File: config.mk
export PLATFORM = sky130hd
export DESIGN_NAME = rc_link_estop_supervisor
export DESIGN_NICKNAME = d
export VERILOG_FILES = /design/src/rtl/core/rles_pkg.sv /design/src/rtl/core/rles_supervise.sv /design/src/rtl/core/rc_link_estop_supervisor.sv
export VERILOG_INCLUDE_DIRS = /design/src /design/src/rtl/core
export SDC_FILE = /design/constraint.sdc
export NUM_CORES = 1
export LEC_CHECK = 0
export ABC_AREA = 1
export BUFFER_PORTS_ARGS = -buffer_cell sky130_fd_sc_hd__clkbuf_2
export CAP_MARGIN = 40
export CORE_MARGIN = 2
export CORE_UTILIZATION = 60
export CTS_CLUSTER_SIZE = 30
export DETAILED_ROUTE_END_ITERATION = 10
export PLACE_DENSITY = 0.81
export SETUP_SLACK_MARGIN = 0.02
export SYNTH_ARGS = -nofsm -noshare
export SYNTH_HDL_FRONTEND = slang
export SYNTH_SLANG_ARGS = --single-unit
File: constraint.sdc
create_clock -name clk -period 10.4 [get_ports clk]
set_clock_uncertainty 0.2 [all_clocks]
set_input_delay 2.08 -clock clk [delete_from_list [all_inputs] [get_ports clk]]
set_output_delay 2.08 -clock clk [all_outputs]
set_load 0.01 [all_outputs]
File: src/rtl/core/assert_macros.svh
// Assertion macros included by the top-level RTL file.
`ifndef ASSERT_MACROS_SVH
`define ASSERT_MACROS_SVH

// Same-cycle implication, sampled on clk, off during rst.
`define CHECK_IMPL(label, ante, cons, msg) \
  label: assert property (@(posedge clk) disable iff (rst) (ante) |-> (cons)) \
    else $error(msg);

// Next-cycle implication, sampled on clk, off during rst.
`define CHECK_NEXT(label, ante, cons, msg) \
  label: assert property (@(posedge clk) disable iff (rst) (ante) |=> (cons)) \
    else $error(msg);

`endif

File: src/rtl/core/rles_pkg.sv
// Types and constants of the link and estop supervisor.
package rles_pkg;

  localparam int RAW_W = 11;
  localparam int THR_W = 16;
  localparam int CFG_IDX_W = 3;

  // Register indexes of the configuration port
  localparam logic [CFG_IDX_W-1:0] REG_BAND_LOW        = 3'd0;
  localparam logic [CFG_IDX_W-1:0] REG_BAND_HIGH       = 3'd1;
  localparam logic [CFG_IDX_W-1:0] REG_RECOVER_HOLD    = 3'd2;
  localparam logic [CFG_IDX_W-1:0] REG_LATCH_TIMEOUT   = 3'd3;
  localparam logic [CFG_IDX_W-1:0] REG_SUBMERGED_FRESH = 3'd4;
  localparam logic [CFG_IDX_W-1:0] REG_BACKSTOP        = 3'd5;

  localparam logic [RAW_W-1:0] BAND_LOW_RST  = 11'd700;
  localparam logic [RAW_W-1:0] BAND_HIGH_RST = 11'd1300;
  localparam logic [THR_W-1:0] RECOVER_HOLD_RST = 16'd50;
  localparam logic [THR_W-1:0] LATCH_TIMEOUT_RST = 16'd250;
  localparam logic [THR_W-1:0] SUBMERGED_FRESH_RST = 16'd25;
  localparam logic [THR_W-1:0] BACKSTOP_RST     = 16'd7500;

  typedef enum logic [1:0] {
    DET_UNKNOWN = 2'd0,
    DET_DOWN    = 2'd1,
    DET_MID     = 2'd2,
    DET_UP      = 2'd3
  } detent_t;

  localparam logic [1:0] MODE_SAFE   = 2'd0;
  localparam logic [1:0] MODE_MANUAL = 2'd1;
  localparam logic [1:0] MODE_GUIDED = 2'd2;

  // Reported link state codes
  localparam logic [1:0] LINK_CODE_OK      = 2'd0;
  localparam logic [1:0] LINK_CODE_LOST    = 2'd1;
  localparam logic [1:0] LINK_CODE_LATCHED = 2'd2;

  typedef enum logic [2:0] {
    LS_OK      = 3'b001,
    LS_LOST    = 3'b010,
    LS_LATCHED = 3'b100
  } link_state_t;

  typedef struct packed {
    logic [RAW_W-1:0] band_low;
    logic [RAW_W-1:0] band_high;
    logic [THR_W-1:0] recover_hold_ticks;
    logic [THR_W-1:0] latch_timeout_ticks;
    logic [THR_W-1:0] submerged_fresh_ticks;
    logic [THR_W-1:0] backstop_ticks;
  } cfg_t;

  typedef struct packed {
    logic             link_up;
    logic             switch_readable;
    logic [RAW_W-1:0] switch_raw;
    logic             submerged_arrived;
    logic             submerged_value;
  } item_t;

  typedef struct packed {
    logic       link_ok;
    logic       relay_enable;
    logic [1:0] mode_cmd;
    detent_t    switch_detent;
    logic [1:0] link_state;
    logic       suppressing;
  } result_t;

endpackage

File: src/rtl/core/rles_supervise.sv
// Supervisor state and per-tick decision logic: detent, suppression and link state machine.
module rles_supervise #(
  parameter int TICK_COUNTER_BITS = 16
) (
  input  logic              clk,
  input  logic              rst,
  input  logic              advance,
  input  rles_pkg::item_t   item,
  input  rles_pkg::cfg_t    cfg,
  output rles_pkg::result_t result
);

  localparam int CNT_W = TICK_COUNTER_BITS;
  localparam int CMP_W = (CNT_W > rles_pkg::THR_W) ? CNT_W : rles_pkg::THR_W;
  localparam logic [CNT_W-1:0] CNT_MAX = {CNT_W{1'b1}};
  localparam logic [CNT_W-1:0] CNT_ONE = CNT_W'(1);

  rles_pkg::link_state_t fsm_state, fsm_state_next;
  logic                  good_started;
  logic [CNT_W-1:0]      good_ticks, good_ticks_next;
  logic [CNT_W-1:0]      lost_ticks, lost_ticks_next, lost_step;
  logic                  ack_seen, ack_seen_next;
  rles_pkg::detent_t     last_live_detent, last_live_detent_next;
  logic                  submerged_flag, submerged_flag_next;
  logic                  submerged_seen, submerged_seen_next;
  logic [CNT_W-1:0]      submerged_age, submerged_age_next;
  logic                  suppress_engaged, suppress_engaged_next;
  logic [CNT_W-1:0]      suppress_held, suppress_held_next;

  rles_pkg::detent_t det, eff;
  logic              link, requested, ends, sup, stable, permit;
  logic [1:0]        mode;

  always_comb begin
    link = item.link_up;

    // Submerged message bookkeeping
    submerged_flag_next = item.submerged_arrived ? item.submerged_value : submerged_flag;
    submerged_seen_next = submerged_seen | item.submerged_arrived;
    if (item.submerged_arrived) begin
      submerged_age_next = '0;
    end else if (submerged_seen && submerged_age != CNT_MAX) begin
      submerged_age_next = submerged_age + CNT_ONE;
    end else begin
      submerged_age_next = submerged_age;
    end

    // Detent; down test wins when the band is crossed
    if (!(link && item.switch_readable)) begin
      det = rles_pkg::DET_UNKNOWN;
    end else if (item.switch_raw < cfg.band_low) begin
      det = rles_pkg::DET_DOWN;
    end else if (item.switch_raw > cfg.band_high) begin
      det = rles_pkg::DET_UP;
    end else begin
      det = rles_pkg::DET_MID;
    end
    last_live_detent_next = (link && det != rles_pkg::DET_UNKNOWN) ? det : last_live_detent;

    // Suppression
    requested = submerged_flag_next && submerged_seen_next &&
                (CMP_W'(submerged_age_next) <= CMP_W'(cfg.submerged_fresh_ticks));
    ends = !requested ||
           (link && (fsm_state == rles_pkg::LS_OK || det == rles_pkg::DET_DOWN ||
                     det == rles_pkg::DET_UNKNOWN));
    suppress_engaged_next = !ends;
    if (ends || !suppress_engaged) begin
      suppress_held_next = '0;
    end else if (suppress_held != CNT_MAX) begin
      suppress_held_next = suppress_held + CNT_ONE;
    end else begin
      suppress_held_next = suppress_held;
    end
    sup = !ends && !(cfg.backstop_ticks != '0 &&
                     CMP_W'(suppress_held_next) >= CMP_W'(cfg.backstop_ticks));

    // Tick counters; suppression re-stamps the loss
    if (sup) begin
      lost_step = '0;
    end else if (lost_ticks != CNT_MAX) begin
      lost_step = lost_ticks + CNT_ONE;
    end else begin
      lost_step = lost_ticks;
    end
    if (!link || !good_started) begin
      good_ticks_next = '0;
    end else if (good_ticks != CNT_MAX) begin
      good_ticks_next = good_ticks + CNT_ONE;
    end else begin
      good_ticks_next = good_ticks;
    end
    stable = link && (CMP_W'(good_ticks_next) >= CMP_W'(cfg.recover_hold_ticks));

    fsm_state_next  = fsm_state;
    lost_ticks_next = lost_step;
    ack_seen_next   = ack_seen;
    unique case (fsm_state)
      rles_pkg::LS_OK: begin
        if (!link) begin
          lost_ticks_next = '0;
          ack_seen_next   = 1'b0;
          fsm_state_next  = rles_pkg::LS_LOST;
        end
      end
      rles_pkg::LS_LOST: begin
        if (stable) begin
          fsm_state_next = rles_pkg::LS_OK;
        end else if (CMP_W'(lost_step) >= CMP_W'(cfg.latch_timeout_ticks)) begin
          ack_seen_next  = 1'b0;
          fsm_state_next = rles_pkg::LS_LATCHED;
        end
      end
      rles_pkg::LS_LATCHED: begin
        // Clear the latch with down, then mid, both on a live link
        ack_seen_next = ack_seen | (link && det == rles_pkg::DET_DOWN);
        if (stable && ack_seen_next && det == rles_pkg::DET_MID) begin
          fsm_state_next = rles_pkg::LS_OK;
        end
      end
      default: begin
        fsm_state_next = rles_pkg::LS_OK;
      end
    endcase

    permit = sup || (fsm_state_next == rles_pkg::LS_OK && det != rles_pkg::DET_DOWN &&
                     det != rles_pkg::DET_UNKNOWN);
    eff = sup ? last_live_detent_next : det;
    case (eff)
      rles_pkg::DET_MID: mode = rles_pkg::MODE_MANUAL;
      rles_pkg::DET_UP:  mode = rles_pkg::MODE_GUIDED;
      default:           mode = rles_pkg::MODE_SAFE;
    endcase

    result.link_ok       = link;
    result.relay_enable  = permit;
    result.mode_cmd      = mode;
    result.switch_detent = det;
    result.suppressing   = sup;
    unique case (fsm_state_next)
      rles_pkg::LS_LOST:    result.link_state = rles_pkg::LINK_CODE_LOST;
      rles_pkg::LS_LATCHED: result.link_state = rles_pkg::LINK_CODE_LATCHED;
      default:              result.link_state = rles_pkg::LINK_CODE_OK;
    endcase
  end

  always_ff @(posedge clk) begin
    if (rst) begin
      fsm_state        <= rles_pkg::LS_OK;
      good_started     <= 1'b0;
      good_ticks       <= '0;
      lost_ticks       <= '0;
      ack_seen         <= 1'b0;
      last_live_detent <= rles_pkg::DET_UNKNOWN;
      submerged_flag   <= 1'b0;
      submerged_seen   <= 1'b0;
      submerged_age    <= '0;
      suppress_engaged <= 1'b0;
      suppress_held    <= '0;
    end else if (advance) begin
      fsm_state        <= fsm_state_next;
      good_started     <= link;
      good_ticks       <= good_ticks_next;
      lost_ticks       <= lost_ticks_next;
      ack_seen         <= ack_seen_next;
      last_live_detent <= last_live_detent_next;
      submerged_flag   <= submerged_flag_next;
      submerged_seen   <= submerged_seen_next;
      submerged_age    <= submerged_age_next;
      suppress_engaged <= suppress_engaged_next;
      suppress_held    <= suppress_held_next;
    end
  end

endmodule

File: src/rtl/core/rc_link_estop_supervisor.sv
// Top level of the radio link and estop supervisor.
// One request is one poll tick; each tick gives exactly one result with the relay
// permit, mode request, switch detent and link state. A request is registered on
// entry; its state update and result are worked out by the supervisor logic and
// land in the output register once that register can take them, and a new request
// is taken every cycle while the output side keeps up. Throughput is one tick per
// clock while the output side keeps up, set by the single update of the
// supervisor state registers per tick. Tick counters are TICK_COUNTER_BITS wide
// and saturate. Configuration writes take effect at once and are meant for idle.
module rc_link_estop_supervisor #(
  parameter int TICK_COUNTER_BITS = 16
) (
  input  logic                              clk,
  input  logic                              rst,
  input  logic                              cfg_write,
  input  logic [rles_pkg::CFG_IDX_W-1:0]    cfg_index,
  input  logic [rles_pkg::THR_W-1:0]        cfg_data,
  input  logic                              in_valid,
  output logic                              in_ready,
  input  logic                              link_up,
  input  logic                              switch_readable,
  input  logic [rles_pkg::RAW_W-1:0]        switch_raw,
  input  logic                              submerged_arrived,
  input  logic                              submerged_value,
  output logic                              out_valid,
  input  logic                              out_ready,
  output logic                              link_ok,
  output logic                              relay_enable,
  output logic [1:0]                        mode_cmd,
  output logic [1:0]                        switch_detent,
  output logic [1:0]                        link_state,
  output logic                              suppressing
);

  rles_pkg::cfg_t    cfg;
  rles_pkg::item_t   s1_item;
  logic              s1_valid;
  rles_pkg::result_t res, out_res;
  logic              load_out, advance;

  // Configuration registers
  always_ff @(posedge clk) begin
    if (rst) begin
      cfg.band_low              <= rles_pkg::BAND_LOW_RST;
      cfg.band_high             <= rles_pkg::BAND_HIGH_RST;
      cfg.recover_hold_ticks    <= rles_pkg::RECOVER_HOLD_RST;
      cfg.latch_timeout_ticks   <= rles_pkg::LATCH_TIMEOUT_RST;
      cfg.submerged_fresh_ticks <= rles_pkg::SUBMERGED_FRESH_RST;
      cfg.backstop_ticks        <= rles_pkg::BACKSTOP_RST;
    end else if (cfg_write) begin
      unique case (cfg_index)
        rles_pkg::REG_BAND_LOW:        cfg.band_low  <= cfg_data[rles_pkg::RAW_W-1:0];
        rles_pkg::REG_BAND_HIGH:       cfg.band_high <= cfg_data[rles_pkg::RAW_W-1:0];
        rles_pkg::REG_RECOVER_HOLD:    cfg.recover_hold_ticks    <= cfg_data;
        rles_pkg::REG_LATCH_TIMEOUT:   cfg.latch_timeout_ticks   <= cfg_data;
        rles_pkg::REG_SUBMERGED_FRESH: cfg.submerged_fresh_ticks <= cfg_data;
        rles_pkg::REG_BACKSTOP:        cfg.backstop_ticks        <= cfg_data;
        default: begin
          // Drop writes beyond the register list
        end
      endcase
    end
  end

  assign load_out = !out_valid || out_ready;
  assign advance  = s1_valid && load_out;
  assign in_ready = !s1_valid || load_out;

  // Input register
  always_ff @(posedge clk) begin
    if (rst) begin
      s1_valid <= 1'b0;
    end else if (in_valid && in_ready) begin
      s1_valid <= 1'b1;
    end else if (advance) begin
      s1_valid <= 1'b0;
    end
  end

  always_ff @(posedge clk) begin
    if (in_valid && in_ready) begin
      s1_item.link_up           <= link_up;
      s1_item.switch_readable   <= switch_readable;
      s1_item.switch_raw        <= switch_raw;
      s1_item.submerged_arrived <= submerged_arrived;
      s1_item.submerged_value   <= submerged_value;
    end
  end

  rles_supervise #(
    .TICK_COUNTER_BITS (TICK_COUNTER_BITS)
  ) u_supervise (
    .clk     (clk),
    .rst     (rst),
    .advance (advance),
    .item    (s1_item),
    .cfg     (cfg),
    .result  (res)
  );

  // Result register
  always_ff @(posedge clk) begin
    if (rst) begin
      out_valid <= 1'b0;
    end else if (advance) begin
      out_valid <= 1'b1;
    end else if (out_ready) begin
      out_valid <= 1'b0;
    end
  end

  always_ff @(posedge clk) begin
    if (advance) begin
      out_res <= res;
    end
  end

  assign link_ok       = out_res.link_ok;
  assign relay_enable  = out_res.relay_enable;
  assign mode_cmd      = out_res.mode_cmd;
  assign switch_detent = out_res.switch_detent;
  assign link_state    = out_res.link_state;
  assign suppressing   = out_res.suppressing;

`include "assert_macros.svh"

  `CHECK_NEXT(a_accept_fills_stage, in_valid && in_ready, s1_valid, "accepted request lost")
  `CHECK_IMPL(a_latched_no_permit,
              out_valid && link_state == rles_pkg::LINK_CODE_LATCHED && !suppressing,
              !relay_enable, "permit while latched")
  `CHECK_IMPL(a_suppress_permits, out_valid && suppressing, relay_enable,
              "suppression without permit")
  `CHECK_IMPL(a_no_link_not_ok, out_valid && !link_ok,
              link_state != rles_pkg::LINK_CODE_OK, "link state ok without link")

endmodule

== Yosys cells after proc, flatten, opt, wreduce, memory -nomap -nowiden ==
Cells that the tools add are included.
Storage, ports and cells
  input bits: 39
  memories kept: 0
  latch bits: 0
  word-level logic and storage cells: 142
  bits in registers: 186
  output and inout bits: 11
  RAM bits: 0
  memory bits (read-only): 0
Cells by class
  eq/ne operators: 23
  $mul: 0
  order comparisons: 6
  shifts and indexed selects: 0
  muxes and demuxes: 31
  add/subtract/negate cells: 4
  reductions and logical operators: 46
  div/mod/pow operators: 0
  bitwise logic cells: 2
Operators with widths (number)
  $mux W16: 10
  $add A16 B1 Y16 const B: 4
  $ne A16 B16 Y1 const B: 4
  $ge A16 B16 Y1: 3
  $le A16 B16 Y1: 1
  $logic_and A1 B1 Y1: 16
  $reduce_bool A16 Y1: 1
  $eq A3 B2 Y1 const B: 4
  $eq A3 B3 Y1 const B: 4
  $mux W3: 4
  $reduce_and A2 Y1: 6
  $gt A11 B11 Y1: 1
  $lt A11 B11 Y1: 1
  $eq A3 B1 Y1 const B: 3
  $mux W1: 9
  $pmux W3 S3: 1
  $logic_not A1 Y1: 8
  $logic_or A1 B1 Y1: 8
  $mux W2: 4
  $pmux W2 S2: 2
  $eq A2 B2 Y1 const B: 3
  $reduce_bool A2 Y1: 3
  $reduce_and A5 Y1: 1
  $ne A2 B1 Y1 const B: 2
  7 further kinds: 9

== Depth between registers and ports, before layout ==
  word-level depth: 24
  depth in mapped cells: 60
  gate-level depth less buffers: 58

== Modules after synthesis ==
A second synthesis with hierarchy kept.
Unflattened totals
  cells, all modules: 1584
  area, all modules: 10970.5 um2
By module, submodules not included
  rles_supervise: cells each 1077, area an instance 6795.3 um2, instances 1
  rc_link_estop_supervisor: cells each 507, area an instance 4175.3 um2, instances 1

== Least setup slack after synthesis ==
No wires, ideal clock.
  path type: register to register
  start: register u_supervise.submerged_age[0]
  end: register out_res, in the netlist link_state[1] (data pin)
  library setup time: 0.257 ns
  stages on the path, launching flop included: 57
  arrival time: 5.823 ns
  path slack: 4.120 ns
  cells stage by stage: dfxtp_1 -> ha_1 -> inv_1 -> nor3_1 -> nand3_1 -> nand2_2 -> inv_2 -> nand2_2 -> nor3_2 -> inv_2 -> nor2_1 -> nand3_2 -> inv_2 -> nand2_1 -> nor2_1 -> nand4_1 -> nand3_1 -> inv_1 -> (+21 left out) -> nand3_1 -> clkinv_1 -> buf_2 -> nor3_1 -> inv_1 -> ha_1 -> o21ai_0 -> nand2_1 -> o21ai_0 -> inv_1 -> nand2_1 -> nand2_1 -> nand2_1 -> nand2_1 -> nand2_2 -> nand2_1 -> nand2_1 -> nand2_2
RTL lines
  from (decl): RTL line rles_supervise.sv:26  | logic [CNT_W-1:0] submerged_age, submerged_age_next;
  from (signal assigned): RTL line rles_supervise.sv:168  | submerged_age <= submerged_age_next;
  to (signal assigned): RTL line rc_link_estop_supervisor.sv:114  | out_res <= res;
  to (decl): RTL line rc_link_estop_supervisor.sv:38  | rles_pkg::result_t res, out_res;

==> flow_summary.ini <==
[status]
status = finished clean

[drt]
route.detailed.drc = 0
wl_met3_um = 1630
top_layer = met4
wl_met1_um = 11200
via_per_inst = 5.69
wl_met2_um = 12300
dr.first_iter.drc_count = 717
first_pass_iters = 5
ant_nets = 0
routedWlPerCell_um = 15.3
routed_wl_um = 25800
vias = 9641

[setup_path]
path_buf_inv = 8
crit_family = simple AND/OR/NAND/NOR gates
ff2ff_path_depth = 47
cp.required_ns = 10.39
path_common_cell = nand2_1
path_depth = 47
slowest_stage = clkinv_1
worst_setup_path_end_kind = flop
cp.arrival_ns = 7.65
cp-start-kind = flop
reg2reg_from = u_supervise.submerged_age[0]
critPathKind = reg2reg
worstReg2RegEnd = link_state[1]
r2r_slack_ns = 2.75
crit_fanout = 18
max_stage_delay_ns = 0.47

[clock_network]
tritoncts = yes
cts-hold-fix-buffers = 0
clock_latency_ns = 0.44
cts_setup_buffers = 0
cts_sinks = 186
cts_buffer_depth = 2
htreeDepth = 4
ctsResizeCount = 0
path_clk_slew_ns = 0.08
cts-root-buf = clkbuf_16
numCtsBuffers = 17

[hold_path]
holdPathStages = 2
hold_end = u_supervise.submerged_flag
hp-start = u_supervise.submerged_flag
hold_class = reg2reg

[finish]
multi_input_area_mm2 = 0.00539
layout-drive-gt1-share_pct = 9.13
regArea_mm2 = 0.00396
n_antenna_cell = 0
fill_cells = 1461
postLayoutCellArea_mm2 = 0.0115
layout.nets = 1582
syn_to_final_growth_pct = 9.73

[timing]
post-route-period-util_pct = 73.6
max_slew_margin_pct = 47.3
rsz0062_at_grt = false
fmax_ghz = 0.131
drv_slew = 0
period_needed_ns = 7.65
hold_viol_final = 0
setup_viol_count_final = 0
worst_pin_slew_ns = 0.790
finalSetupTns_ns = 0

[yosys]
synth_most_common_cell = inv_1
synthArstFlopShare_pct = 0
synth_flop_cell = dfxtp_1
synth_area_mm2 = 0.0104
ys_ff_latch = 186
ys_top_cells_by_count = 228 x inv_1, 225 x nand2_1, 174 x a21oi_1, 162 x dfxtp_1, 128 x o21ai_0
synth_top_area_share_pct = 31.1
synth_edf_count = 24
synth_top_area_cell = dfxtp_1
syn_nets = 1551
syn_avg_cell_area_um2 = 7.33
syn_inst = 1424
yosysSeqAreaShare_pct = 38.0
synth_area_leaders = dfxtp_1 31%, ha_1 11%, a21oi_1 8.3%
synth_warnings = 0
yosys.cell_types.count = 45

[global_route]
grt_usage_pct = 29.0
grt-ovfl-total = 0
grt_pass1_vias = 9049
grt_first_pass_wirelength_um = 42600
grt_max_degree = 79
grt_antenna_before_repair = 0

[placed_design]
hpwlAfterDp_um = 18400
place_congestion = 0.891
port_buffers = 49
place_area_mm2 = 0.0109

[floorplanning]
num_io_pins = 50
rows = 48
floorplan.initialDensity_pct = 60.8
die_y_um = 136
die-area_mm2 = 0.0185
die_w_um = 136
core_area_mm2 = 0.0172

[power_and_ir_drop]
leakage_nw = 5.05
power.density_mw_per_mm2 = 139
ir_drop_mv = 0.124

[flow_run]
maxCapViolations = 0
## cell families after synthesis
| group | Yosys count | share of synthesized area, % |
|---|---|---|
| buf+inv | 285 | 10.4 |
| simple gates | 475 | 20.0 |
| fa+ha+maj | 88 | 10.5 |
| compound gates | 376 | 19.8 |
| xor+xnor | 14 | 1.17 |
| flops | 186 | 38.0 |
## power breakdown
group	leakage (nW)	internal (W)	switching, W
clock	0.280	0.000321	0.000315
combinational	3.22	0.0000579	0.000117
sequential	1.56	0.000760	0.0000209
## tightest hold or removal path, cell delays in order, from the launching register on
cell     delay [ns]
dfxtp_1        0.30
inv_1          0.05
a21oi_1        0.06
## metrics by stage
step	hold slack [ns]	worst slack (ns)	util (%)	std cells	total power, W
after global routing	0.278	1.75	66.7	1693	0.00165
after detailed placement	0.246	2.98	63.4	1661	0.000967
after CTS	0.257	2.83	66.7	1693	0.00159
after global placement	0.237	3.32	63.0	1658	0.000958
after floorplan	0.224	4.12	-	1424	0.000910
final	0.256	2.75	66.7	1693	0.00159
## layout by cell type, fill, tap and decap left out, types with 23 or more instances in the layout
| master | Yosys | routed |
|---|---|---|
| edfxtp_1 | 24 | 24 |
| o211ai_1 | 23 | 23 |
| ha_1 | 88 | 88 |
| nor2_1 | 111 | 111 |
| inv_1 | 228 | 226 |
| clkbuf_2 | 0 | 49 |
| nand3_1 | 43 | 43 |
| dfxtp_1 | 162 | 162 |
| nor3_1 | 37 | 37 |
| a21oi_1 | 174 | 174 |
| o21ai_0 | 128 | 128 |
| nand2_1 | 225 | 224 |
| a211oi_1 | 24 | 24 |
## registers in the layout, summed over array words and instances (netlist names), 2 cells and up
name and cells:
u_supervise.good_ticks 16, mode_cmd 2, u_supervise.submerged_age 16, u_supervise.last_live_detent 2
u_supervise.suppress_held 16, link_state 2, u_supervise.fsm_state 3, u_supervise.lost_ticks 16
s1_item 15, cfg 86, switch_detent 2
## layout make-up
cell class | count | area share, %
clock buffer | 18 | 3.75
clock inverter | 14 | 1.28
tap | 225 | 2.46
inverter | 238 | 7.80
timing repair buffer | 59 | 3.08
sequential | 186 | 34.6
multi-input combinational | 953 | 47.0
## metal layers
| metal | up-vias | global-route usage (%) |
|---|---|---|
| li1 | 4809 | - |
| met2 | 304 | 49.3 |
| met4 | 0 | 10.5 |
| met1 | 4472 | 37.1 |
| met3 | 56 | 5.11 |
| met5 | - | 0 |
## worst max-delay path by stage
stage,from,endpoint,slack (ns)
after floorplan,u_supervise.submerged_age[0],link_state[1],4.12
after detailed placement,u_supervise.submerged_age[0],link_state[1],2.98
after CTS,u_supervise.submerged_age[0],link_state[1],2.83
final,u_supervise.submerged_age[0],link_state[1],2.75
after global routing,u_supervise.submerged_age[0],u_supervise.fsm_state[2],1.75
after global placement,u_supervise.submerged_age[0],link_state[1],3.32
(Power assumes the default switching activity.)
